--- config.mk ---
export PLATFORM = sky130hd
export DESIGN_NAME = integer_hash_set
export DESIGN_NICKNAME = d
export VERILOG_FILES = /design/src/sv/ihs_pkg.sv /design/src/sv/ihs_mod_unit.sv /design/src/sv/ihs_bucket_search.sv /design/src/sv/integer_hash_set.sv
export SDC_FILE = /design/constraint.sdc
export NUM_CORES = 1
export LEC_CHECK = 0
export ABC_AREA = 1
export BUFFER_PORTS_ARGS = -buffer_cell sky130_fd_sc_hd__buf_4
export CAP_MARGIN = 0
export CORE_MARGIN = 4
export CORE_UTILIZATION = 35
export DETAILED_ROUTE_END_ITERATION = 7
export GPL_TIMING_DRIVEN = 1
export HOLD_SLACK_MARGIN = 0.15
export PLACE_DENSITY = 0.49
export SLEW_MARGIN = 20
export SYNTH_ARGS = -nofsm -noshare
export SYNTH_HDL_FRONTEND = slang
export SYNTH_SLANG_ARGS = --single-unit
--- constraint.sdc ---
create_clock -name clk -period 3.45 [get_ports clk]
set_input_delay 0.5175 -clock clk [delete_from_list [all_inputs] [get_ports clk]]
set_output_delay 0.5175 -clock clk [all_outputs]
set_load 0.01 [all_outputs]
--- src/sv/ihs_pkg.sv ---
// Shared types, constants and state encodings for the integer hash set.
package ihs_pkg;

	// Key and configuration widths
	localparam int KEY_W       = 32;
	localparam int BUCKET_W    = 4;
	localparam int MAX_MODULUS = 15;
	localparam int DIV_STEPS   = 32;
	localparam int CNT_W       = 5;

	// Configuration port decoding
	localparam int APB_DATA_W = 32;
	localparam int ADDR_W     = 3;
	localparam int REG_IDX_W  = 1;
	localparam logic [REG_IDX_W-1:0] REG_BUCKET_COUNT = 1'b0;
	localparam logic [BUCKET_W-1:0]  BUCKET_COUNT_RESET = 4'd8;

	// Request operations
	typedef enum logic {
		OP_INSERT = 1'b0,
		OP_LOOKUP = 1'b1
	} ihs_op_t;

	// Input beat
	typedef struct packed {
		logic              op;
		logic signed [31:0] key;
	} ihs_req_t;

	// Output beat
	typedef struct packed {
		logic       present;
		logic       added;
		logic       bucket_full;
		logic [2:0] bucket_index;
	} ihs_resp_t;

	// Request handed to the bucket search unit
	typedef struct packed {
		logic                op;
		logic [KEY_W-1:0]    key;
		logic [BUCKET_W-1:0] bucket;
	} ihs_search_req_t;

	// Status returned by the bucket search unit
	typedef struct packed {
		logic done;
		logic present;
		logic added;
		logic full;
	} ihs_search_stat_t;

	// Top-level sequencer states
	typedef enum logic [1:0] {
		ST_IDLE,
		ST_HASH,
		ST_SEARCH,
		ST_OUTPUT
	} ihs_top_state_t;

	// Bucket search states
	typedef enum logic [1:0] {
		SR_IDLE,
		SR_READ,
		SR_COMPARE,
		SR_COMMIT
	} ihs_search_state_t;

endpackage

--- src/sv/ihs_mod_unit.sv ---
// Bit-serial remainder unit: a 32-bit magnitude modulo a small divisor.
module ihs_mod_unit import ihs_pkg::*; (
	input  logic                clk,
	input  logic                arst_n,
	input  logic                start,
	input  logic [KEY_W-1:0]    dividend,
	input  logic [BUCKET_W-1:0] divisor,
	output logic                done,
	output logic [BUCKET_W-1:0] remainder
);

	logic                busy_q;
	logic                done_q;
	logic [CNT_W-1:0]    count_q;
	logic [KEY_W-1:0]    dvd_q;
	logic [BUCKET_W-1:0] div_q;
	logic [BUCKET_W-1:0] rem_q;

	logic [BUCKET_W:0]   trial;
	logic                trial_ge;
	logic [BUCKET_W-1:0] rem_next;

	// One restoring step: bring in the next dividend bit, subtract if it fits.
	always_comb begin
		trial    = {rem_q, dvd_q[KEY_W-1]};
		trial_ge = (trial >= {1'b0, div_q});
		rem_next = trial_ge ? BUCKET_W'(trial - {1'b0, div_q}) : trial[BUCKET_W-1:0];
	end

	// Step control
	always_ff @(posedge clk or negedge arst_n) begin
		if (!arst_n) begin
			busy_q  <= 1'b0;
			done_q  <= 1'b0;
			count_q <= '0;
		end else begin
			done_q <= 1'b0;
			if (start) begin
				busy_q  <= 1'b1;
				count_q <= CNT_W'(DIV_STEPS - 1);
			end else if (busy_q) begin
				count_q <= count_q - CNT_W'(1);
				if (count_q == '0) begin
					busy_q <= 1'b0;
					done_q <= 1'b1;
				end
			end
		end
	end

	// Operand and partial remainder registers
	always_ff @(posedge clk) begin
		if (start) begin
			dvd_q <= dividend;
			div_q <= divisor;
			rem_q <= '0;
		end else if (busy_q) begin
			dvd_q <= {dvd_q[KEY_W-2:0], 1'b0};
			rem_q <= rem_next;
		end
	end

	assign done      = done_q;
	assign remainder = rem_q;

	// The result is always reduced below the divisor.
	a_rem_reduced: assert property (@(posedge clk) disable iff (!arst_n)
		done_q |-> rem_q < div_q)
		else $error("remainder not reduced below divisor");

	// A started division keeps running until its last step.
	a_busy_runs: assert property (@(posedge clk) disable iff (!arst_n)
		busy_q && count_q != '0 && !start |=> busy_q)
		else $error("division stopped early");

	// Completion follows only a running division.
	a_done_after_busy: assert property (@(posedge clk) disable iff (!arst_n)
		done_q |-> $past(busy_q))
		else $error("done without a running division");

endmodule

--- src/sv/ihs_bucket_search.sv ---
// Bucket slot store with fill counts and a sequencer that scans and inserts.
module ihs_bucket_search import ihs_pkg::*; #(
	parameter int BUCKETS          = 8,
	parameter int SLOTS_PER_BUCKET = 4
) (
	input  logic             clk,
	input  logic             arst_n,
	input  logic             start,
	input  ihs_search_req_t  req,
	output ihs_search_stat_t stat
);

	// Only buckets below the largest programmable modulus are reachable.
	localparam int USED_BUCKETS = (BUCKETS < MAX_MODULUS) ? BUCKETS : MAX_MODULUS;
	localparam int UB_W      = (USED_BUCKETS > 1) ? $clog2(USED_BUCKETS) : 1;
	localparam int SW        = (SLOTS_PER_BUCKET > 1) ? $clog2(SLOTS_PER_BUCKET) : 1;
	localparam int FW        = $clog2(SLOTS_PER_BUCKET + 1);
	localparam int MEM_DEPTH = USED_BUCKETS * (2 ** SW);
	localparam int AW        = (MEM_DEPTH > 1) ? $clog2(MEM_DEPTH) : 1;
	localparam logic [FW-1:0] SLOTS_FILL = FW'(SLOTS_PER_BUCKET);

	ihs_search_state_t state_q, state_d;

	logic [KEY_W-1:0] mem [MEM_DEPTH];
	logic [KEY_W-1:0] rdata_q;
	logic [FW-1:0]    fill_q [USED_BUCKETS];

	logic [KEY_W-1:0] key_q;
	logic             op_q;
	logic [UB_W-1:0]  bucket_q;
	logic [FW-1:0]    fill_cur_q;
	logic [FW-1:0]    slot_q;
	logic             present_q;
	logic             added_q;
	logic             full_q;
	logic             done_q;

	logic [UB_W-1:0]  req_bucket;
	logic             match;
	logic             last_slot;
	logic             mem_re;
	logic             mem_we;
	logic [AW-1:0]    raddr;
	logic [AW-1:0]    waddr;

	assign req_bucket = req.bucket[UB_W-1:0];
	assign match      = (rdata_q == key_q);
	assign last_slot  = ((slot_q + FW'(1)) == fill_cur_q);
	assign raddr      = AW'({bucket_q, slot_q[SW-1:0]});
	assign waddr      = AW'({bucket_q, fill_cur_q[SW-1:0]});

	// Next state
	always_comb begin
		state_d = state_q;
		unique case (state_q)
			SR_IDLE: begin
				if (start) begin
					state_d = (fill_q[req_bucket] == '0) ? SR_COMMIT : SR_READ;
				end
			end
			SR_READ: begin
				state_d = SR_COMPARE;
			end
			SR_COMPARE: begin
				if (match || last_slot) begin
					state_d = SR_COMMIT;
				end else begin
					state_d = SR_READ;
				end
			end
			SR_COMMIT: begin
				state_d = SR_IDLE;
			end
			default: begin
				state_d = SR_IDLE;
			end
		endcase
	end

	// Memory strobes
	always_comb begin
		mem_re = (state_q == SR_READ);
		mem_we = (state_q == SR_COMMIT) && (op_q == OP_INSERT) && !present_q &&
			(fill_cur_q < SLOTS_FILL);
	end

	// Sequencer and control registers
	always_ff @(posedge clk or negedge arst_n) begin
		if (!arst_n) begin
			state_q    <= SR_IDLE;
			op_q       <= 1'b0;
			bucket_q   <= '0;
			fill_cur_q <= '0;
			slot_q     <= '0;
			present_q  <= 1'b0;
			added_q    <= 1'b0;
			full_q     <= 1'b0;
			done_q     <= 1'b0;
			for (int i = 0; i < USED_BUCKETS; i++) begin
				fill_q[i] <= '0;
			end
		end else begin
			state_q <= state_d;
			done_q  <= (state_q == SR_COMMIT);
			unique case (state_q)
				SR_IDLE: begin
					if (start) begin
						op_q       <= req.op;
						bucket_q   <= req_bucket;
						fill_cur_q <= fill_q[req_bucket];
						slot_q     <= '0;
						present_q  <= 1'b0;
						added_q    <= 1'b0;
						full_q     <= 1'b0;
					end
				end
				SR_READ: begin
				end
				SR_COMPARE: begin
					if (match) begin
						present_q <= 1'b1;
					end
					slot_q <= slot_q + FW'(1);
				end
				SR_COMMIT: begin
					if (mem_we) begin
						fill_q[bucket_q] <= fill_cur_q + FW'(1);
						added_q          <= 1'b1;
					end else if (op_q == OP_INSERT && !present_q) begin
						full_q <= 1'b1;
					end
				end
				default: begin
				end
			endcase
		end
	end

	// Key register
	always_ff @(posedge clk) begin
		if (state_q == SR_IDLE && start) begin
			key_q <= req.key;
		end
	end

	// Slot memory: one write port, one registered read port
	always_ff @(posedge clk) begin
		if (mem_we) begin
			mem[waddr] <= key_q;
		end
		if (mem_re) begin
			rdata_q <= mem[raddr];
		end
	end

	assign stat = '{done: done_q, present: present_q, added: added_q, full: full_q};

	// The scan never reads beyond the slots in use.
	a_scan_in_fill: assert property (@(posedge clk) disable iff (!arst_n)
		state_q == SR_COMPARE |-> slot_q < fill_cur_q)
		else $error("slot scan beyond fill count");

	// Completion is reported only after a commit.
	a_done_after_commit: assert property (@(posedge clk) disable iff (!arst_n)
		done_q |-> $past(state_q == SR_COMMIT))
		else $error("search done without commit");

	// A stored key was neither found nor refused.
	a_added_clean: assert property (@(posedge clk) disable iff (!arst_n)
		done_q && added_q |-> !present_q && !full_q && op_q == OP_INSERT)
		else $error("inconsistent insert outcome");

endmodule

--- src/sv/integer_hash_set.sv ---
// Top level of the integer hash set: request sequencer, configuration and result register.
// A set of signed 32-bit keys held in BUCKETS buckets of SLOTS_PER_BUCKET slots each. A key
// goes to bucket |key| mod bucket_count (0 reads as 1, values above min(BUCKETS, 15) as that cap;
// the most negative key has magnitude 2^31). A request passes the bit-serial remainder unit,
// which brings in one key bit per cycle, then a read and a compare per occupied slot in the slot
// memory until a match or the last slot, a commit step and the hand-over of the outcome to the
// output register. One
// request is in progress at a time; in_stall stays high until its result has been loaded into
// the output register, and the next request may be accepted while that result waits. The store
// is empty after reset with no clearing pass. Change bucket_count only while idle.
module integer_hash_set import ihs_pkg::*; #(
	parameter int BUCKETS          = 8,
	parameter int SLOTS_PER_BUCKET = 4
) (
	input  logic                  clk,
	input  logic                  arst_n,
	input  logic                  in_valid,
	output logic                  in_stall,
	input  ihs_req_t              in_data,
	output logic                  out_valid,
	input  logic                  out_stall,
	output ihs_resp_t             out_data,
	input  logic                  psel,
	input  logic                  penable,
	input  logic                  pwrite,
	input  logic [ADDR_W-1:0]     paddr,
	input  logic [APB_DATA_W-1:0] pwdata,
	output logic [APB_DATA_W-1:0] prdata,
	output logic                  pready
);

	localparam int USED_BUCKETS = (BUCKETS < MAX_MODULUS) ? BUCKETS : MAX_MODULUS;
	localparam logic [BUCKET_W-1:0] MOD_CAP = BUCKET_W'(USED_BUCKETS);

	ihs_top_state_t   state_q, state_d;
	logic [BUCKET_W-1:0] bucket_count_q;
	logic                op_q;
	logic [KEY_W-1:0]    key_q;
	logic [BUCKET_W-1:0] bucket_q;
	logic                out_valid_q;
	ihs_resp_t           out_data_q;

	logic                reg_sel;
	logic                cfg_write;
	logic [BUCKET_W-1:0] modulus;
	logic [KEY_W-1:0]    key_bits;
	logic [KEY_W-1:0]    magnitude;
	logic                div_start;
	logic                div_done;
	logic [BUCKET_W-1:0] div_rem;
	logic                search_start;
	ihs_search_req_t     search_req;
	ihs_search_stat_t    search_stat;
	logic                out_load;

	// Configuration port
	assign reg_sel   = (paddr[ADDR_W-1:2] == REG_BUCKET_COUNT);
	assign cfg_write = psel && penable && pwrite && pready && reg_sel;
	assign pready    = 1'b1;
	assign prdata    = reg_sel ? APB_DATA_W'(bucket_count_q) : '0;

	always_ff @(posedge clk or negedge arst_n) begin
		if (!arst_n) begin
			bucket_count_q <= BUCKET_COUNT_RESET;
		end else if (cfg_write) begin
			bucket_count_q <= pwdata[BUCKET_W-1:0];
		end
	end

	// Modulus in use and key magnitude
	always_comb begin
		if (bucket_count_q == '0) begin
			modulus = BUCKET_W'(1);
		end else if (bucket_count_q > MOD_CAP) begin
			modulus = MOD_CAP;
		end else begin
			modulus = bucket_count_q;
		end
		key_bits  = in_data.key;
		magnitude = key_bits[KEY_W-1] ? (~key_bits + KEY_W'(1)) : key_bits;
	end

	// Next state
	always_comb begin
		state_d = state_q;
		unique case (state_q)
			ST_IDLE: begin
				if (in_valid) begin
					state_d = ST_HASH;
				end
			end
			ST_HASH: begin
				if (div_done) begin
					state_d = ST_SEARCH;
				end
			end
			ST_SEARCH: begin
				if (search_stat.done) begin
					state_d = ST_OUTPUT;
				end
			end
			ST_OUTPUT: begin
				if (!out_valid_q || !out_stall) begin
					state_d = ST_IDLE;
				end
			end
			default: begin
				state_d = ST_IDLE;
			end
		endcase
	end

	// Sequencer outputs
	always_comb begin
		in_stall     = (state_q != ST_IDLE);
		div_start    = (state_q == ST_IDLE) && in_valid;
		search_start = (state_q == ST_HASH) && div_done;
		out_load     = (state_q == ST_OUTPUT) && (!out_valid_q || !out_stall);
	end

	// Control registers
	always_ff @(posedge clk or negedge arst_n) begin
		if (!arst_n) begin
			state_q     <= ST_IDLE;
			out_valid_q <= 1'b0;
		end else begin
			state_q <= state_d;
			if (out_load) begin
				out_valid_q <= 1'b1;
			end else if (out_valid_q && !out_stall) begin
				out_valid_q <= 1'b0;
			end
		end
	end

	// Request and result payload registers
	always_ff @(posedge clk) begin
		if (div_start) begin
			op_q  <= in_data.op;
			key_q <= in_data.key;
		end
		if (search_start) begin
			bucket_q <= div_rem;
		end
		if (out_load) begin
			out_data_q.present      <= search_stat.present;
			out_data_q.added        <= search_stat.added;
			out_data_q.bucket_full  <= search_stat.full;
			out_data_q.bucket_index <= bucket_q[2:0];
		end
	end

	ihs_mod_unit u_mod (
		.clk       (clk),
		.arst_n    (arst_n),
		.start     (div_start),
		.dividend  (magnitude),
		.divisor   (modulus),
		.done      (div_done),
		.remainder (div_rem)
	);

	assign search_req = '{op: op_q, key: key_q, bucket: div_rem};

	ihs_bucket_search #(
		.BUCKETS          (BUCKETS),
		.SLOTS_PER_BUCKET (SLOTS_PER_BUCKET)
	) u_search (
		.clk    (clk),
		.arst_n (arst_n),
		.start  (search_start),
		.req    (search_req),
		.stat   (search_stat)
	);

	assign out_valid = out_valid_q;
	assign out_data  = out_data_q;

	// Once a beat is taken the block stalls until that request is finished.
	a_stall_after_accept: assert property (@(posedge clk) disable iff (!arst_n)
		in_valid && !in_stall |=> in_stall)
		else $error("second request accepted while busy");

	// A result appears only from the output state.
	a_result_source: assert property (@(posedge clk) disable iff (!arst_n)
		$rose(out_valid) |-> $past(state_q == ST_OUTPUT))
		else $error("result raised outside output state");

	// The hash never divides by zero.
	a_modulus_nonzero: assert property (@(posedge clk) disable iff (!arst_n)
		div_start |-> modulus != '0 && modulus <= MOD_CAP)
		else $error("modulus out of range");

endmodule
==> flow_summary_export.csv <==
group,metric,value,unit
run_status,outcome,"completed",
sta,fin_crit_sh,0.8011,
sta,fin_crit,2.764,ns
logic_synthesis,ys_ff_latch,1224,
logic_synthesis,seq_area_frac_synth,0.7489,
cts,clock_latency,0.77,ns
finish,final_area,56650,sq um
placed_design,place_ws,0.7025,ns
logic_synthesis,yosys.area_share.adder,0.004782,
logic_synthesis,synth_top_family_by_area,"simple AND/OR/NAND/NOR gates",
cts,cts_tree,"built",
placed_design,portBuffers,56,
detailed_routing,routedWlPerCell,23.86,um
setup_path,cp_max_fo,26,
cts,cts_resized,0,
logic_synthesis,async_reset_ff_frac,0.04412,
logic_synthesis,yosysWarnings,0,
finish,nFillCells,12970,
detailed_routing,drtAntennaViolNets,0,
power_and_ir_drop,vdd_ir_drop_max,0.8829,mV
logic_synthesis,synthDistinctLibCells,41,
grt,grt_max_degree,165,
setup_path,crit_cells,7,
setup_path,crit_top_cell,"nand2_1",
power_and_ir_drop,leakage,19.14,nW
setup_path,max_stage_delay,0.62,ns
logic_synthesis,synth.top_cell.area_share,0.7195,
grt,grt.total_usage,0.1914,
sta,fmax,0.3618,GHz
cts,cts_buffer_depth,3,
logic_synthesis,synthMuxAreaShare,0,
cts,htree_levels,4,
sta,tns,0,ns
detailed_routing,drc,0,
placed_design,gp_congestion,0.8109,
die,start_util,0.3531,
power_and_ir_drop,cellPowerDensity,705.8,nW/um^2
logic_synthesis,ys.flop_type,"edfxtp_1",
logic_synthesis,synth.avg_cell_area,12.66,sq um
setup_path,worst-path-buf-inv,2,
cts,cts_inserted_buffers,133,
die,rows,136,
die,coreArea,137800,sq um
finish,final_core_util,0.4110,
detailed_routing,drt_iter0_drc,2932,
setup_path,reg2regPathDepth,7,
detailed_routing,firstDrtPassIters,5,
logic_synthesis,netlist_area,48660,sq um
setup_path,crit_family,"simple AND/OR/NAND/NOR gates",
grt,antenna_found_initial,0,
setup_path,crit_path_end_kind,"flip-flop",
setup_path,slowest_stage,"buf_4",
sta,rsz0062_at_grt,"no",
setup_path,rrSetupSlack,0.69,ns
finish,syn2layout_area_growth,16.42,%
grt,grt_first_pass_wirelength,205800,um
die,dieArea,145100,sq um
flow_run,drv_cap,0,
grt,grt_pass1_vias,29710,
logic_synthesis,yosys.area_share.simple,0.1099,
logic_synthesis,synth_xor_area_frac,0.004679,
placed_design,place_area,52070,sq um
detailed_routing,vias_per_cell,5.236,
detailed_routing,vias,30920,
power_and_ir_drop,p_total,39.99,mW
placed_design,hpwlAfterDp,77450,um
sta,drv_slew,0,
cts,post_cts_buffers,0,
finish,drive_gt1_frac,0.1085,
cts,numClockSinks,1224,
die,die_h,380.9,um
sta,worst_pin_slew,1.070,ns
setup_path,required,3.82,ns
setup_path,path_cells,"nand2_1 -> nor3_1 -> nand2_1 -> inv_1 -> nand2_1 -> nor2_4 -> buf_4",
cts,ctsRootBufferMaster,"clkbuf_16",
sta,relSlewSlack,0.2865,
logic_synthesis,synth_top_area_cell,"edfxtp_1",
detailed_routing,routed_wirelength,140900,um
grt,gr-total-overflow,0,
logic_synthesis,synth_edf_count,1166,
logic_synthesis,synth_compound_area_frac,0.09788,
setup_path,startpoint_type,"flip-flop",
min_path,holdCritPathClass,"input pin to flip-flop",
setup_path,worstSetupPathType,"flip-flop to flip-flop",
finish,nets,4097,
logic_synthesis,netlist_top_cells_area,"edfxtp_1 (72%), nor2_1 (4.8%), o21ai_0 (4.3%), nand2_1 (3.9%), o22ai_1 (3.4%)",
logic_synthesis,syn_inst,3845,
sta,hold_viol,0,
cts,path_clk_slew,0.06,ns
sta,setup_viol,0,
min_path,hold_depth,3,
die,die_w,380.9,um
setup_path,arrival,3.13,ns
die,top_level_ports,116,
sta,fin_ws,0.6863,ns
sta,finalClockSkew,0.04142,ns
==> cells in the mapped netlist (4+ instances only) <==
cell and n:
a21oi_1 14, a31oi_1 4, buf_1 4, buf_2 72, buf_4 30, clkbuf_1 134
dfrtp_1 53, dfxtp_1 4, edfxtp_1 1166, ha_1 17, inv_1 133, inv_2 8
nand2_1 512, nand3_1 48, nand4_1 77, nor2_1 625, nor3_2 5, o211ai_1 6
o21ai_0 416, o21ai_1 167, o21bai_1 4, o22ai_1 261, or2_1 32, xnor2_1 10
xor2_1 16
==> sequential cells by signal, indices dropped and copies added, names as in the netlist, 4 cells and up <==
register,count
u_search.rdata_q,32
u_mod.div_q,4
bucket_count_q,4
u_search.fill_q,24
u_mod.count_q,5
key_q,32
u_mod.dvd_q,32
out_data,6
u_search.key_q,32
u_mod.remainder,4
u_search.mem,1024
==> worst reg2reg max path: cells and delay by family, from the launching register on <==
family	cells	cell delay [ns]
simple gates	5	1.06
buf+inv	2	0.84
flops	1	0.44
==> cell type report <==
cell class                 count  area [sq um]  share of cell area
sequential                  1224         36450              0.6435
antenna                        1         2.502          0.00004417
inverter                     142         556.8            0.009828
clock inverter                72         619.3             0.01093
tap                         1794          2245             0.03962
multi-input combinational   2266         10960              0.1934
timing repair buffer         237          2270             0.04006
clock buffer                 169          3547             0.06261
==> final timing paths <==
path                                                  from                        endpoint
max                        u_search.state_q[1]$_DFFE_PN0P_  u_search.mem[16][31]$_DFFE_PP_
min                                                 pwrite   bucket_count_q[1]$_DFFE_PN0P_
max reg2reg                u_search.state_q[1]$_DFFE_PN0P_  u_search.mem[16][31]$_DFFE_PP_
min reg2reg                            key_q[13]$_DFFE_PP_    u_search.key_q[13]$_DFFE_PP_
max in group asynchronous                           arst_n  u_search.slot_q[0]$_DFFE_PN0P_
min in group asynchronous                           arst_n          state_q[1]$_DFFE_PN0P_
==> timing repair <==
| action | in CTS | in global routing |
|---|---|---|
| endpoints found under the hold margin | 119 | 0 |
| setup endpoints to repair | 0 | 0 |
| hold buffers | 41 | 0 |
==> report_power, final <==
group	leakage (nW)	internal, mW	switching, mW
Sequential	11.3	16.8	0.372
Combinational	5.81	2.93	6.20
Clock	2.04	7.73	5.96
Total	19.1	27.5	12.5
==> stage by stage <==
stage | hold slack, ns | instances
2_1_floorplan | 0.2219 | 3872
3_3_place_gp | 0.4018 | 5622
3_5_place_dp | 0.4045 | 5622
4_1_cts | 0.1614 | 5904
5_1_grt | 0.2498 | 5904
6_report | 0.2350 | 5905
==> kinds of logic after synthesis <==
logic type               count (synthesis)
AO/OA/AOI/OAI                          877
XOR/XNOR                                26
adder cells (fa/ha/maj)                 18
buffers and inverters                  382
flip-flops                            1224
other                                    2
AND/OR/NAND/NOR                       1316
==> layout by cell type, fill, tap and decap left out, types with 5 or more instances in the layout <==
cell	n
xor2_1	16
clkbuf_16	136
bufinv_16	5
nand4_1	77
o21ai_0	416
inv_1	128
a21oi_1	14
or2_1	32
buf_12	31
edfxtp_1	1166
o22ai_1	261
inv_16	5
o211ai_1	6
dlygate4sd3_1	41
inv_2	12
nand2_1	512
nor3_4	5
clkbuf_1	31
nand3_1	48
xnor2_1	10
buf_4	165
ha_1	17
clkinv_1	23
o21ai_1	167
nor2_4	33
clkinv_2	25
nor2_1	592
conb_1	29
dfrtp_1	51
==> per-layer routing <==
metal,global-route usage,wire (um),vias to the layer above
li1,-,-,14220
met1,0.2707,63150,15590
met2,0.3059,66010,929
met3,0.03320,8554,186
met4,0.05172,3183,0
met5,0,0,-
Power figures use the tool's default switching activity.
